<file path="src/sv/obfp_pkg.sv">
// Types and constants shared by the offset bit-field packer.
package obfp_pkg;

	localparam int unsigned RankW  = 8;
	localparam int unsigned DepthW = 4;
	localparam int unsigned CntW   = 3;
	localparam int unsigned MaxDepth = 8;

	// configuration register indexes
	typedef enum logic [0:0] {
		CFG_FIELD_DEPTH = 1'b0,
		CFG_RANK_BASE   = 1'b1
	} cfg_index_t;

	localparam logic [DepthW-1:0] DepthReset = DepthW'(1);
	localparam logic [RankW-1:0]  BaseReset  = '0;

	typedef struct packed {
		logic [RankW-1:0] rank_value;
		logic             last_rank;
	} rank_req_t;

	typedef struct packed {
		logic [RankW-1:0] packed_byte;
		logic             last_byte;
	} byte_res_t;

	// results of one packing step
	typedef struct packed {
		logic [1:0] count;
		byte_res_t  first;
		byte_res_t  second;
	} pack_out_t;

endpackage

</file>
<file path="src/sv/obfp_pack.sv">
// Packing step: field extraction, accumulation and pending-bit state.
module obfp_pack import obfp_pkg::*; (
	input  logic              clk,
	input  logic              arst_n,
	input  logic              step,
	input  rank_req_t         req,
	input  logic [DepthW-1:0] field_depth,
	input  logic [RankW-1:0]  rank_base,
	output pack_out_t         res
);

	logic [CntW+3:0]   pend_bits_q;
	logic [CntW-1:0]   pend_cnt_q;
	logic [DepthW-1:0] depth;
	logic [RankW-1:0]  mask;
	logic [RankW-1:0]  field;
	logic [14:0]       acc;
	logic [DepthW-1:0] total;
	logic              full;
	logic [14:0]       rem_acc;
	logic [CntW-1:0]   rem_total;
	logic [RankW-1:0]  part_mask;
	logic              has_part;
	byte_res_t         full_res;
	byte_res_t         part_res;

	always_comb begin
		if (field_depth == '0) begin
			depth = DepthW'(1);
		end else if (field_depth > DepthW'(MaxDepth)) begin
			depth = DepthW'(MaxDepth);
		end else begin
			depth = field_depth;
		end
		mask      = RankW'((9'(1) << depth) - 9'(1));
		field     = (req.rank_value - rank_base) & mask;
		acc       = {8'b0, pend_bits_q} | (15'(field) << pend_cnt_q);
		total     = DepthW'(pend_cnt_q) + depth;
		full      = total >= DepthW'(8);
		rem_acc   = full ? (acc >> 8) : acc;
		rem_total = full ? CntW'(total - DepthW'(8)) : CntW'(total);
		has_part  = req.last_rank && (rem_total != '0);
		part_mask = RankW'((9'(1) << rem_total) - 9'(1));

		full_res.packed_byte = acc[7:0];
		full_res.last_byte   = req.last_rank && (rem_total == '0);
		part_res.packed_byte = rem_acc[7:0] & part_mask;
		part_res.last_byte   = 1'b1;

		res.count  = 2'(full) + 2'(has_part);
		res.first  = full ? full_res : part_res;
		res.second = part_res;
	end

	// hold leftover bits between ranks; drop them after the last rank
	always_ff @(posedge clk or negedge arst_n) begin
		if (!arst_n) begin
			pend_bits_q <= '0;
			pend_cnt_q  <= '0;
		end else if (step) begin
			if (req.last_rank) begin
				pend_bits_q <= '0;
				pend_cnt_q  <= '0;
			end else begin
				pend_bits_q <= rem_acc[6:0];
				pend_cnt_q  <= rem_total;
			end
		end
	end

endmodule

</file>
<file path="src/sv/obfp_fifo.sv">
// Four-entry result queue taking up to two results per cycle.
module obfp_fifo import obfp_pkg::*; (
	input  logic      clk,
	input  logic      arst_n,
	input  logic      push,
	input  pack_out_t wr,
	output logic      room2,
	output logic      out_valid,
	input  logic      out_ready,
	output byte_res_t out_item
);

	byte_res_t   mem_q [4];
	logic [1:0]  wr_ptr_q;
	logic [1:0]  rd_ptr_q;
	logic [2:0]  cnt_q;
	logic [1:0]  n_push;
	logic        pop;

	assign n_push    = push ? wr.count : 2'd0;
	assign pop       = out_valid && out_ready;
	assign out_valid = cnt_q != '0;
	assign out_item  = mem_q[rd_ptr_q];
	assign room2     = cnt_q <= 3'd2;

	always_ff @(posedge clk) begin
		if (n_push != 2'd0) begin
			mem_q[wr_ptr_q] <= wr.first;
		end
		if (n_push == 2'd2) begin
			mem_q[wr_ptr_q + 2'd1] <= wr.second;
		end
	end

	always_ff @(posedge clk or negedge arst_n) begin
		if (!arst_n) begin
			wr_ptr_q <= '0;
			rd_ptr_q <= '0;
			cnt_q    <= '0;
		end else begin
			wr_ptr_q <= wr_ptr_q + n_push;
			rd_ptr_q <= rd_ptr_q + 2'(pop);
			cnt_q    <= cnt_q + 3'(n_push) - 3'(pop);
		end
	end

endmodule

</file>
<file path="src/sv/offset_bit_field_packer.sv">
// Top level of the offset bit-field packer.
//
// Usage: ranks arrive as requests on the in_valid/in_ready channel. Each rank
// has rank_base subtracted (mod 256) and its low field_depth bits are packed
// LSB-first into bytes, which leave on the out_valid/out_ready channel. A rank
// marked last_rank flushes any partial byte (upper bits zero) and tags the
// final byte with last_byte.
// Configuration: cfg_wr_en with cfg_index 0 writes field_depth (0 acts as 1,
// above 8 acts as 8), index 1 writes rank_base. Write only while idle.
// Path: the input register takes a rank at the edge that accepts it, and the
// packing step writes its bytes into the result queue once the queue has room
// for two bytes; out_valid is high while the queue holds a byte.
// Throughput: one rank per cycle while not stalled; a rank yields at most two
// bytes, and the four-entry result queue absorbs the extra byte of a flush.
// Stall: when the receiver holds out_ready low, the queue fills, the input
// register stops advancing and in_ready drops; nothing is lost.
// Reset: arst_n clears pending bits, the queue and the input valid flag, and
// restores field_depth to 1 and rank_base to 0.
module offset_bit_field_packer import obfp_pkg::*; (
	input  logic              clk,
	input  logic              arst_n,
	input  logic              in_valid,
	output logic              in_ready,
	input  rank_req_t         in_item,
	output logic              out_valid,
	input  logic              out_ready,
	output byte_res_t         out_item,
	input  logic              cfg_wr_en,
	input  cfg_index_t        cfg_index,
	input  logic [RankW-1:0]  cfg_wr_data
);

	logic              valid_s1;
	rank_req_t         req_s1;
	logic [DepthW-1:0] depth_q;
	logic [RankW-1:0]  base_q;
	logic              room2;
	logic              step;
	pack_out_t         pack_res;

	// advance the held request once the queue can take two bytes
	assign step     = valid_s1 && room2;
	assign in_ready = !valid_s1 || step;

	// configuration registers
	always_ff @(posedge clk or negedge arst_n) begin
		if (!arst_n) begin
			depth_q <= DepthReset;
			base_q  <= BaseReset;
		end else if (cfg_wr_en) begin
			case (cfg_index)
				CFG_FIELD_DEPTH: depth_q <= cfg_wr_data[DepthW-1:0];
				CFG_RANK_BASE:   base_q  <= cfg_wr_data;
				default:         base_q  <= base_q;
			endcase
		end
	end

	// input register: valid needs reset, payload does not
	always_ff @(posedge clk or negedge arst_n) begin
		if (!arst_n) begin
			valid_s1 <= 1'b0;
		end else if (in_ready) begin
			valid_s1 <= in_valid;
		end
	end

	always_ff @(posedge clk) begin
		if (in_ready && in_valid) begin
			req_s1 <= in_item;
		end
	end

	obfp_pack u_pack (
		.clk         (clk),
		.arst_n      (arst_n),
		.step        (step),
		.req         (req_s1),
		.field_depth (depth_q),
		.rank_base   (base_q),
		.res         (pack_res)
	);

	obfp_fifo u_fifo (
		.clk       (clk),
		.arst_n    (arst_n),
		.push      (step),
		.wr        (pack_res),
		.room2     (room2),
		.out_valid (out_valid),
		.out_ready (out_ready),
		.out_item  (out_item)
	);

endmodule
</file>
<file path="config.mk">
export PLATFORM = sky130hd
export DESIGN_NAME = offset_bit_field_packer
export DESIGN_NICKNAME = d
export VERILOG_FILES = /design/src/sv/obfp_pkg.sv /design/src/sv/obfp_pack.sv /design/src/sv/obfp_fifo.sv /design/src/sv/offset_bit_field_packer.sv
export SDC_FILE = /design/constraint.sdc
export NUM_CORES = 1
export LEC_CHECK = 0
export BUFFER_PORTS_ARGS = -buffer_cell sky130_fd_sc_hd__buf_2
export CAP_MARGIN = 20
export CORE_UTILIZATION = 61
export DETAILED_ROUTE_END_ITERATION = 8
export MAX_ROUTING_LAYER = met4
export PLACE_DENSITY = 0.8
export SLEW_MARGIN = 20
export SYNTH_ARGS = -nofsm -noshare
export SYNTH_HDL_FRONTEND = slang
export SYNTH_SLANG_ARGS = --single-unit
</file>
<file path="constraint.sdc">
create_clock -name clk -period 5.1 [get_ports clk]
set_input_delay 0.255 -clock clk [delete_from_list [all_inputs] [get_ports clk]]
set_output_delay 0.255 -clock clk [all_outputs]
set_load 0.05 [all_outputs]
</file>
==> flow_summary_export.csv, run 1 <==
group,metric,value,unit
logic_synthesis,synth_top_family_by_area,"compound AO/OA/AOI/OAI gates",
sta,hold_viol,0,
logic_synthesis,synthesis.area,4870,µm²
global_routing,grt_pass1_vias,3734,
cts,clock_latency,350,ps
drt,vias,3997,
critical_path,cp.required,5180,ps
cts,cts_resized,0,
drt,ant_nets,0,
sta,drv_slew,0,
drt,drt_first_pass_iters,5,
floorplanning,fp-row-count,32,
cells_and_area,fill_cells,603,
cts,post-cts-setup-buffer-count,0,
placed_design,io_buffers,33,
cells_and_area,nets,550,
sta,min_period,4220,ps
power_and_ir_drop,cellPowerDensity,669,nW/µm²
outcome,status,"completed",
sta,worst_pin_slew,740,ps
sta,setup_viol,0,
sta,max-slew-margin-rel,50.5,%
logic_synthesis,synth_xor_area_share,3.21,%
global_routing,grt_usage,32.0,%
placed_design,gp_congestion,0.984,
logic_synthesis,ys.warnings.count,0,
logic_synthesis,synth_top_area_share,25.3,%
critical_path,worst-r2r-cell-count,17,
cells_and_area,finalCoreUtilization,68.8,%
critical_path,end_kind,"register",
logic_synthesis,netlist_top_cells_count,"nor2_1, nand2_1, edfxtp_1, dfrtp_1, o21ai_0",
logic_synthesis,synth-simple-area-share,15.3,%
cts,clockBufferDepth,2,
sta,setup_tns,0,ps
min_path,hold_path_end,"req_s1[4]",
drt,wl,12200,µm
sta,fmax,237,MHz
cts,clock-sinks,75,
floorplanning,dieArea,8350,µm²
floorplanning,die-height,91.4,µm
critical_path,r2r-start,"depth_q[2]",
floorplanning,start_util,63.1,%
min_path,hp-class,"in2reg",
min_path,worstHoldPathCells,1,
cts,clkSlewWorstSetupHoldPaths,80,ps
critical_path,reg2reg_to,"u_fifo.mem_q[3][7]",
drt,avgRoutedWirePerCell,20.0,µm
logic_synthesis,mappedNetlistNets,527,
floorplanning,core,7730,µm²
critical_path,reg2reg_slack,880,ps
critical_path,path_max_fanout,11,
logic_synthesis,synth_fa_ha_area_share,5.85,%
logic_synthesis,ys_async_sr_fraction,40.0,%
sta,fin_skew,14.1,ps
cells_and_area,drive_gt1_share,18.6,%
power_and_ir_drop,p_leak,2.08,nW
logic_synthesis,synth_edf_count,41,
logic_synthesis,synth.mux.area_fraction,7.98,%
logic_synthesis,yosysSeqAreaShare,42.3,%
logic_synthesis,syn_avg_cell_area,10.1,µm²
logic_synthesis,synth_top_area_cell,"edfxtp_1",
critical_path,critical_path_arrival,4300,ps
cts,cts-buffers-inserted,9,
logic_synthesis,synth_area_leaders,"edfxtp_1, dfrtp_1, ha_1",
drt,dr.first_iter.drc_count,489,
floorplanning,pin_count,34,
logic_synthesis,ys_ff_latch,75,
global_routing,grt_max_degree,31,
logic_synthesis,synth_compound_area_share,21.1,%
logic_synthesis,ys.flop_type,"edfxtp_1",
run,drv_cap,0,
cells_and_area,stdcell_area,5320,µm²
sta,rsz0062_at_grt,"no",
critical_path,cp-start-kind,"register",
placed_design,hpwlAfterDp,9110,µm
cts,postCtsHoldBufs,1,
sta,period_share,82.7,%
cells_and_area,area_delta_synth_final,9.06,%
cts,cts_tree,"done",
min_path,min_from,"in_item[4]",
global_routing,grt_pass1_wl,19700,µm
logic_synthesis,synth.most_common_cell,"nor2_1",
sta,fin_hold_ws,71.6,ps
drt,vias_per_cell,6.52,
logic_synthesis,syn_inst,483,
drt,drc,0,
placed_design,dpl_cell_area,5080,µm²
global_routing,grt_antenna_before_repair,0,
floorplanning,die_w,91.4,µm
logic_synthesis,ys_types,79,
cts,htree_levels,3,
cells_and_area,num_antenna_cells,0,
critical_path,path_class,"reg2reg",
global_routing,overflow,0,
cts,cts_root_buf,"clkbuf_8",
power_and_ir_drop,ir_drop,0.000426,V
## critical path, cell delays in order, from the launching register on
cell and delay, ps:
dfrtp_1 500, nor2_1 100, nor2_1 100, nor2_1 50, ha_1 230, fa_1 420, xor2_1 160, buf_4 170
nor3_1 360, nor2_1 90, ha_1 390, or2_2 340, nand3_1 150, nor2_1 120, a31oi_1 400, nor2_1 90
a21oi_1 150, o221ai_1 140
## stage by stage
step / worst slack [ps] / total power (W) / cells
finish: 883 / 0.00356 / 613
global route: 620 / 0.00374 / 613
floorplan: 1330 / 0.00249 / 483
global placement: 1080 / 0.00295 / 596
CTS: 1000 / 0.00351 / 613
detailed placement: 1020 / 0.00300 / 596
## cell type report
class,instances,area [µm²],area share [%]
clock buffers,9,124,2.33
clock inverters,7,97.6,1.84
inverters,24,90.1,1.69
multi-input cells,358,2610,49.1
flip-flops and latches,75,2060,38.8
well taps,102,128,2.40
repair buffers,38,205,3.86
## sequential cells by signal, summed over array words and instances (netlist names)
register            flops
base_q                  8
depth_q                 4
req_s1                  9
u_fifo.cnt_q            3
u_fifo.mem_q           36
u_fifo.rd_ptr_q         2
u_fifo.wr_ptr_q         2
u_pack.pend_bits_q      7
u_pack.pend_cnt_q       3
valid_s1                1
## power breakdown
part	internal, W	switching (W)	total, W
clock	0.000278	0.000233	0.000511
sequential	0.000818	0.000185	0.00100
combinational	0.000684	0.00136	0.00204
## cells in the final DEF, fill, tap and decap left out, types with 6 or more instances in the layout
cell	count
clkbuf_8	9
ha_1	18
dfrtp_1	29
nor3_1	9
nor2b_1	6
a21oi_1	17
inv_1	23
buf_2	33
nand3_1	9
o211ai_1	10
edfxtp_1	41
nand2_1	48
mux4_2	9
o32ai_1	8
xnor2_1	9
xor2_1	7
nand2b_1	9
o21ai_1	13
mux2_2	11
o21ai_0	26
nor2_1	50
## layer usage
layer / up-vias / global-route usage, % / part of all wire [%]
li1: 1843 / - / -
met1: 1903 / 44.5 / 43
met2: 225 / 46.6 / 45
met3: 26 / 6.95 / 9.3
met4: 0 / 10.6 / 2.0
met5: - / - / 0
## worst max path at each step
| stage | start | end | slack, ps | cells past startpoint |
|---|---|---|---|---|
| 5_1_grt | depth_q[2] | u_fifo.mem_q[3][7] | 620 | 17 |
| 2_1_floorplan | depth_q[2] | u_fifo.mem_q[1][5] | 1330 | 18 |
| 3_3_place_gp | depth_q[2] | u_fifo.mem_q[1][5] | 1080 | 17 |
| 6_report | depth_q[2] | u_fifo.mem_q[3][7] | 880 | 17 |
| 4_1_cts | depth_q[2] | u_fifo.mem_q[3][7] | 1000 | 17 |
| 3_5_place_dp | depth_q[2] | u_fifo.mem_q[3][7] | 1020 | 17 |
## cells by family (layout without fill, tap and decap cells)
| logic type | count (synthesis) | count (layout) |
|---|---|---|
| compound gates | 135 | 135 |
| xor+xnor | 17 | 17 |
| fa+ha+maj | 21 | 21 |
| buf+inv | 50 | 78 |
| flops | 75 | 75 |
| mux | 26 | 26 |
| other cells | 1 | 1 |
| simple gates | 158 | 158 |
Power figures use the tool's default switching activity.
==> inputs of run 2 (changes only) <==
Settings changed: ABC_AREA set to 1.
Clock period 5.1 ns to 4.17 ns, I/O delays scaled along.
==> run 2 against run 1 <==
Effect of this change: sequential power up 15%; wire length down 10%; cell count up 16%; die area down 2.1%; synthesized area down 2.2%; combinational power up 14%; critical path depth up 1; clock power up 13%; critical path type unchanged; critical endpoint is now u_fifo.mem_q[3][8]; largest power group unchanged.
==> flow_summary_export.csv, run 2 <==
group,metric,value,unit
floorplanning,dieArea,8170,µm²
global_routing,grt_usage,29.9,%
floorplanning,fp-row-count,31,
logic_synthesis,netlist_top_cells_count,"nand2_1, inv_1, nand3_1, o21ai_0, edfxtp_1",
logic_synthesis,synth_top_area_cell,"edfxtp_1",
power_and_ir_drop,power,0.00405,W
sta,hold_viol,0,
sta,fmax,260,MHz
critical_path,cp.required,4190,ps
sta,rsz0062_at_grt,"no",
drt,dr.first_iter.drc_count,242,
logic_synthesis,synth_area_leaders,"edfxtp_1, dfrtp_1, nand2_1",
logic_synthesis,synth_top_area_share,25.8,%
sta,min_period,3850,ps
logic_synthesis,synthesis.area,4770,µm²
critical_path,critical_path_arrival,3870,ps
sta,fin_skew,8.31,ps
drt,avgRoutedWirePerCell,15.4,µm
cells_and_area,finalCoreUtilization,70.8,%
sta,max-slew-margin-rel,45.6,%
logic_synthesis,mappedNetlistNets,613,
global_routing,overflow,0,
min_path,worstHoldPathCells,1,
drt,vias,4016,
cts,cts-buffers-inserted,9,
run,drv_cap,0,
critical_path,reg2reg_slack,320,ps
cells_and_area,register_area,2060,µm²
global_routing,grt_max_degree,31,
logic_synthesis,ys_ff_latch,75,
cells_and_area,instances_no_fill,713,
sta,worst_pin_slew,815,ps
cts,clkSlewWorstSetupHoldPaths,80,ps
cts,clock-sinks,75,
floorplanning,pin_count,34,
logic_synthesis,ys_types,48,
power_and_ir_drop,p_leak,2.42,nW
logic_synthesis,ys_async_sr_fraction,40.0,%
cts,htree_levels,3,
drt,wl,11000,µm
outcome,status,"completed",
placed_design,io_buffers,33,
sta,setup_tns,0,ps
cells_and_area,final_cell_mix,"nand2_1, inv_1, nand3_1",
power_and_ir_drop,ir_drop,0.000344,V
cells_and_area,largest_reg_flops,36,
cells_and_area,area_delta_synth_final,10.1,%
critical_path,worst-r2r-cell-count,18,
global_routing,grt_antenna_before_repair,0,
min_path,min_from,"in_item[0]",
logic_synthesis,synth.most_common_cell,"nand2_1",
sta,setup_viol,0,
logic_synthesis,yosysSeqAreaShare,43.3,%
cts,clockBufferDepth,2,
floorplanning,die_w,90.4,µm
global_routing,grt_pass1_vias,3902,
placed_design,hpwlAfterDp,8600,µm
critical_path,path_class,"reg2reg",
drt,ant_nets,0,
sta,drv_slew,0,
logic_synthesis,syn_inst,569,
power_and_ir_drop,cellPowerDensity,771,nW/µm²
cells_and_area,layout_commonest_cell,"nand2_1",
cells_and_area,num_antenna_cells,0,
min_path,hold_path_end,"req_s1[0]",
cells_and_area,reg_top3,"u_fifo.mem_q (36), req_s1 (9), base_q (8)",
drt,drc,0,
cells_and_area,multiInputGateArea,2310,µm²
min_path,hp-class,"in2reg",
placed_design,gp_congestion,1.03,
cells_and_area,registers.top_by_ff_count,"u_fifo.mem_q",
drt,drt_first_pass_iters,5,
critical_path,path_max_fanout,9,
placed_design,dpl.cell_count,696,
logic_synthesis,ys.flop_type,"edfxtp_1",
floorplanning,core,7410,µm²
critical_path,end_kind,"register",
cts,post-cts-setup-buffer-count,0,
logic_synthesis,ys.warnings.count,0,
cells_and_area,drive_gt1_share,18.4,%
drt,vias_per_cell,5.63,
cts,cts_tree,"done",
global_routing,grt_pass1_wl,18300,µm
sta,period_share,92.4,%
logic_synthesis,synth_edf_count,41,
floorplanning,start_util,64.4,%
floorplanning,die-height,90.4,µm
cells_and_area,fill_cells,595,
critical_path,r2r-start,"depth_q[3]",
cts,cts_root_buf,"clkbuf_8",
critical_path,cp-start-kind,"register",
logic_synthesis,syn_avg_cell_area,8.38,µm²
critical_path,reg2reg_to,"u_fifo.mem_q[3][8]",
cts,clock_latency,350,ps
cells_and_area,nets,653,
[run 2: changes by cell type in the layout (fill, tap and decap cells not counted), moves of 15 or more]
cell / change
nand2_1: +71
nand3_1: +53
inv_1: +43
o21ai_0: +16
inv_2: +15
[run 2: final cells by class]
cell class	instances	share of cell area (%)
Multi-Input combinational cell	397	44.0
Clock buffer	12	2.98
Tap cell	99	2.36
Inverter	86	6.25
Timing Repair Buffer	40	4.20
Sequential cell	75	39.3
Clock inverter	4	0.930
[run 2: kinds of logic after synthesis]
logic type / after synthesis / synth area share, %
xor+xnor: 10 / 1.99
other cells: 1 / 0.0786
buf+inv: 97 / 8.37
simple gates: 272 / 28.6
flops: 75 / 43.3
mux: 1 / 0.236
compound gates: 92 / 11.4
fa+ha+maj: 21 / 5.98
[run 2: per-stage QoR]
step	hold WS [ps]	setup slack, ps	area [µm²]
2_1_floorplan	-87.1	867	4770
3_3_place_gp	282	497	5030
3_5_place_dp	295	337	5030
4_1_cts	13.9	299	5250
5_1_grt	12.6	19.9	5250
6_report	29.4	316	5250
[run 2: report_power, final]
group	leakage [nW]	internal, W	total, W	switching, W
registers	0.784	0.000999	0.00115	0.000153
logic	1.53	0.000634	0.00232	0.00168
clock network	0.105	0.000312	0.000576	0.000264
[run 2: worst max path at each step]
stage,to,depth (start not counted),from
after floorplan,u_fifo.mem_q[3][1],20,depth_q[0]
after global placement,u_fifo.mem_q[0][5],18,depth_q[3]
after detailed placement,u_fifo.mem_q[0][5],18,depth_q[3]
after CTS,u_fifo.mem_q[0][4],18,depth_q[3]
after global routing,u_fifo.mem_q[3][7],18,depth_q[3]
final,u_fifo.mem_q[3][8],18,depth_q[3]
[run 2: per-layer routing]
| layer | share of wire (%) | GRT usage, % | routed length (µm) | vias to the layer above |
|---|---|---|---|---|
| met1 | 42 | 34.7 | 4570 | 1833 |
| met5 | 0 | - | 0 | - |
| met3 | 5.5 | 6.31 | 601 | 40 |
| met2 | 49 | 49.5 | 5390 | 145 |
| met4 | 3.9 | 14.2 | 428 | 0 |
| li1 | - | - | - | 1998 |
[run 2: critical path, stage by stage, from the launching register on]
cell and delay, ps:
dfrtp_1 570, nor2_1 130, nand2_1 70, o21ai_0 80, ha_1 230, fa_1 390, nand2_1 130, nand2_4 100
inv_2 140, nand2_1 120, nand2_1 80, inv_1 40, ha_1 310, inv_1 80, nor2_4 150, nor2_4 80
nor3_2 320, inv_1 170, nand2_1 310
[run 2: repair_timing]
| item | in CTS | in global routing |
|---|---|---|
| endpoints found under the setup margin | 0 | 7 |
| hold endpoints to repair | 29 | 0 |
| gates resized for setup | 0 | 1 |
| hold buffers | 1 | 0 |
==> inputs of run 3 (changes only) <==
Settings changed: CORE_ASPECT_RATIO set to 2.
==> run 3 against run 2 <==
Effect of this change: count of clock-buffer cells in the layout shrank 1; combinational power up 3%; sequential cell count is the same; hold slack improved by 2.1 ps; sequential share of layout area decreased by 0.93 points; utilization fell by 0.12 points; final area increased by 2.4%; fmax down 3.2%; critical path type unchanged; highest routed layer unchanged.
==> flow_summary_export.csv, run 3 (same netlist as run 2, synthesis figures left out) <==
group,metric,value,unit
outcome,status,"completed",
sta,worst_pin_slew,910,ps
drt,dr.first_iter.drc_count,241,
drt,wl,12800,µm
floorplanning,core,7600,µm²
power_and_ir_drop,pwr-share-clk,18.3,%
sta,setup_tns,0,ps
cts,cts_tree,"done",
floorplanning,fp-row-count,45,
drt,avgRoutedWirePerCell,18.0,µm
drt,vias_per_cell,5.80,
cells_and_area,layout_commonest_cell,"nand2_1",
sta,period_share,95.5,%
power_and_ir_drop,cellPowerDensity,808,nW/µm²
global_routing,overflow,0,
cells_and_area,fill_cells,619,
power_and_ir_drop,intPower,0.00213,W
cts,clock-sinks,75,
cts,htree_levels,3,
drt,vias,4131,
power_and_ir_drop,p_sw,0.00221,W
cts,clkSlewWorstSetupHoldPaths,60,ps
critical_path,cp-endpoint,"u_fifo.mem_q[3][0]",
critical_path,crit_path_frequent_cell,"nand2_1",
cts,cts_root_buf,"clkbuf_16",
min_path,hp-class,"in2reg",
floorplanning,die_w,64.5,µm
power_and_ir_drop,p_seq_share,26.7,%
drt,drt_first_pass_iters,6,
critical_path,critPathLaunch,"depth_q[3]",
drt,drc,0,
global_routing,grt_pass1_vias,4289,
sta,hold_viol,0,
power_and_ir_drop,comb_power_share,55.0,%
critical_path,cp-start-kind,"register",
placed_design,pre_cts_slack,231,ps
power_and_ir_drop,p_leak,2.48,nW
global_routing,grt_max_degree,31,
critical_path,critPathTopFamily,"simple AND/OR/NAND/NOR gates",
power_and_ir_drop,sw_frac_of_total,50.9,%
critical_path,cp.required,4410,ps
cells_and_area,num_antenna_cells,0,
sta,min_period,3980,ps
cells_and_area,register_area,2060,µm²
cells_and_area,final_cell_mix,"nand2_1, inv_1, nand3_1",
sta,setup_viol,0,
cts,clock_latency,350,ps
sta,finalWorstSetupSlack,187,ps
drt,ant_nets,0,
cells_and_area,nets,657,
power_and_ir_drop,ir_drop,0.000410,V
run,drv_cap,0,
sta,rsz0062_at_grt,"no",
cells_and_area,multiInputGateArea,2310,µm²
placed_design,gp_congestion,0.977,
sta,fmax,251,MHz
cells_and_area,registers.top_by_ff_count,"u_fifo.mem_q",
floorplanning,die-height,127,µm
critical_path,crit_path_cell_trace,"nor2_1 > nand2_1 > o21ai_0 > ha_1 > fa_1 > or2_1 > nand2_4 > inv_2 > nand2_1 > nand2_1 > inv_1 > ha_1 > inv_1 > nor2_4 > nor2_4 > nor3_2 > inv_1 > nand2_1 > o22a_1",
critical_path,path_depth,19,
cells_and_area,drive_gt1_share,19.1,%
critical_path,critical_path_arrival,4220,ps
cells_and_area,stdcell_area,5380,µm²
cells_and_area,area_delta_synth_final,12.8,%
critical_path,r2r-start,"depth_q[3]",
sta,fin_skew,11.0,ps
global_routing,grt_antenna_before_repair,0,
placed_design,io_buffers,33,
critical_path,path_max_fanout,9,
critical_path,reg2reg_slack,190,ps
cts,cts-buffers-inserted,9,
floorplanning,pin_count,34,
placed_design,hpwlAfterDp,10300,µm
placed_design,dpl_cell_area,5050,µm²
sta,max-slew-margin-rel,39.3,%
critical_path,slowest_delay,560,ps
cells_and_area,reg_top3,"u_fifo.mem_q (36), req_s1 (9), base_q (8)",
sta,drv_slew,0,
critical_path,worst-r2r-cell-count,19,
critical_path,end_kind,"register",
floorplanning,start_util,62.7,%
critical_path,crit_slowest_cell,"dfrtp_1",
critical_path,reg2reg_to,"u_fifo.mem_q[3][0]",
floorplanning,dieArea,8200,µm²
cts,clockBufferDepth,2,
global_routing,grt_usage,35.0,%
global_routing,grt_pass1_wl,20100,µm
cells_and_area,largest_reg_flops,36,
critical_path,path_class,"reg2reg",
critical_path,cp_num_buf_inv,4,
-- run 3: cell count changes in the layout (fill, tap and decap cells not counted), moves of 2 or more --
cell / delta
buf_4: +4
clkinv_2: -2
clkinvlp_4: +2
clkbuf_8: -8
clkbuf_16: +8
-- run 3: routing by layer --
layer / share of wire [%] / GRT usage (%) / vias up
met5: 0 / - / -
met4: 7.1 / 25.5 / 0
met3: 3.1 / 6.25 / 69
met2: 60 / 68.8 / 162
met1: 30 / 25.9 / 1893
li1: - / - / 2007
-- run 3: how the worst min path moves through the flow --
stage	from	to	slack, ps	depth (start not counted)
finish	in_item[1]	req_s1[1]	30	1
global placement	arst_n	base_q[7]	280	1
detailed placement	arst_n	base_q[6]	290	1
global route	in_item[2]	req_s1[2]	30	1
CTS	in_item[1]	req_s1[1]	30	1
floorplan	arst_n	base_q[0]	-90	0
-- run 3: timing repair --
item | 4_1_cts | 5_1_grt
gates resized for setup | 0 | 2
buffers inserted | 0 | 0
setup endpoints to repair | 0 | 9
endpoints found under the hold margin | 29 | 0
hold buffers | 1 | 0
-- run 3: stage by stage --
step	std cells	total power (W)	hold WS [ps]	utilization [%]
floorplan	569	0.00289	-87.1	-
global placement	695	0.00346	284	66.5
detailed placement	695	0.00351	291	66.5
CTS	712	0.00431	33.1	70.6
global route	712	0.00460	32.9	70.7
finish	712	0.00434	31.5	70.7
-- run 3: worst register-to-register path: cells and delay by family (launching register included) --
family                   cells  cell delay [ps]
AO/OA/AOI/OAI                2              370
AND/OR/NAND/NOR             10             1590
flip-flops                   1              560
adder cells (fa/ha/maj)      3              890
buffers and inverters        4              470
-- run 3: power groups by stage --
stage / sequential, W / clock, W / combinational [W]
2_1_floorplan: 0.00110 / 0 / 0.00179
3_3_place_gp: 0.00116 / 0 / 0.00230
3_5_place_dp: 0.00117 / 0 / 0.00234
4_1_cts: 0.00115 / 0.000793 / 0.00236
5_1_grt: 0.00118 / 0.000817 / 0.00261
6_report: 0.00116 / 0.000794 / 0.00239
-- run 3: cell type report --
type,instances,share of cell area (%)
clock inverter,5,1.12
timing repair buffer,44,4.65
multi-input combinational,397,43.1
sequential,75,38.4
clock buffer,11,4.51
inverter,86,6.10
tap,94,2.19
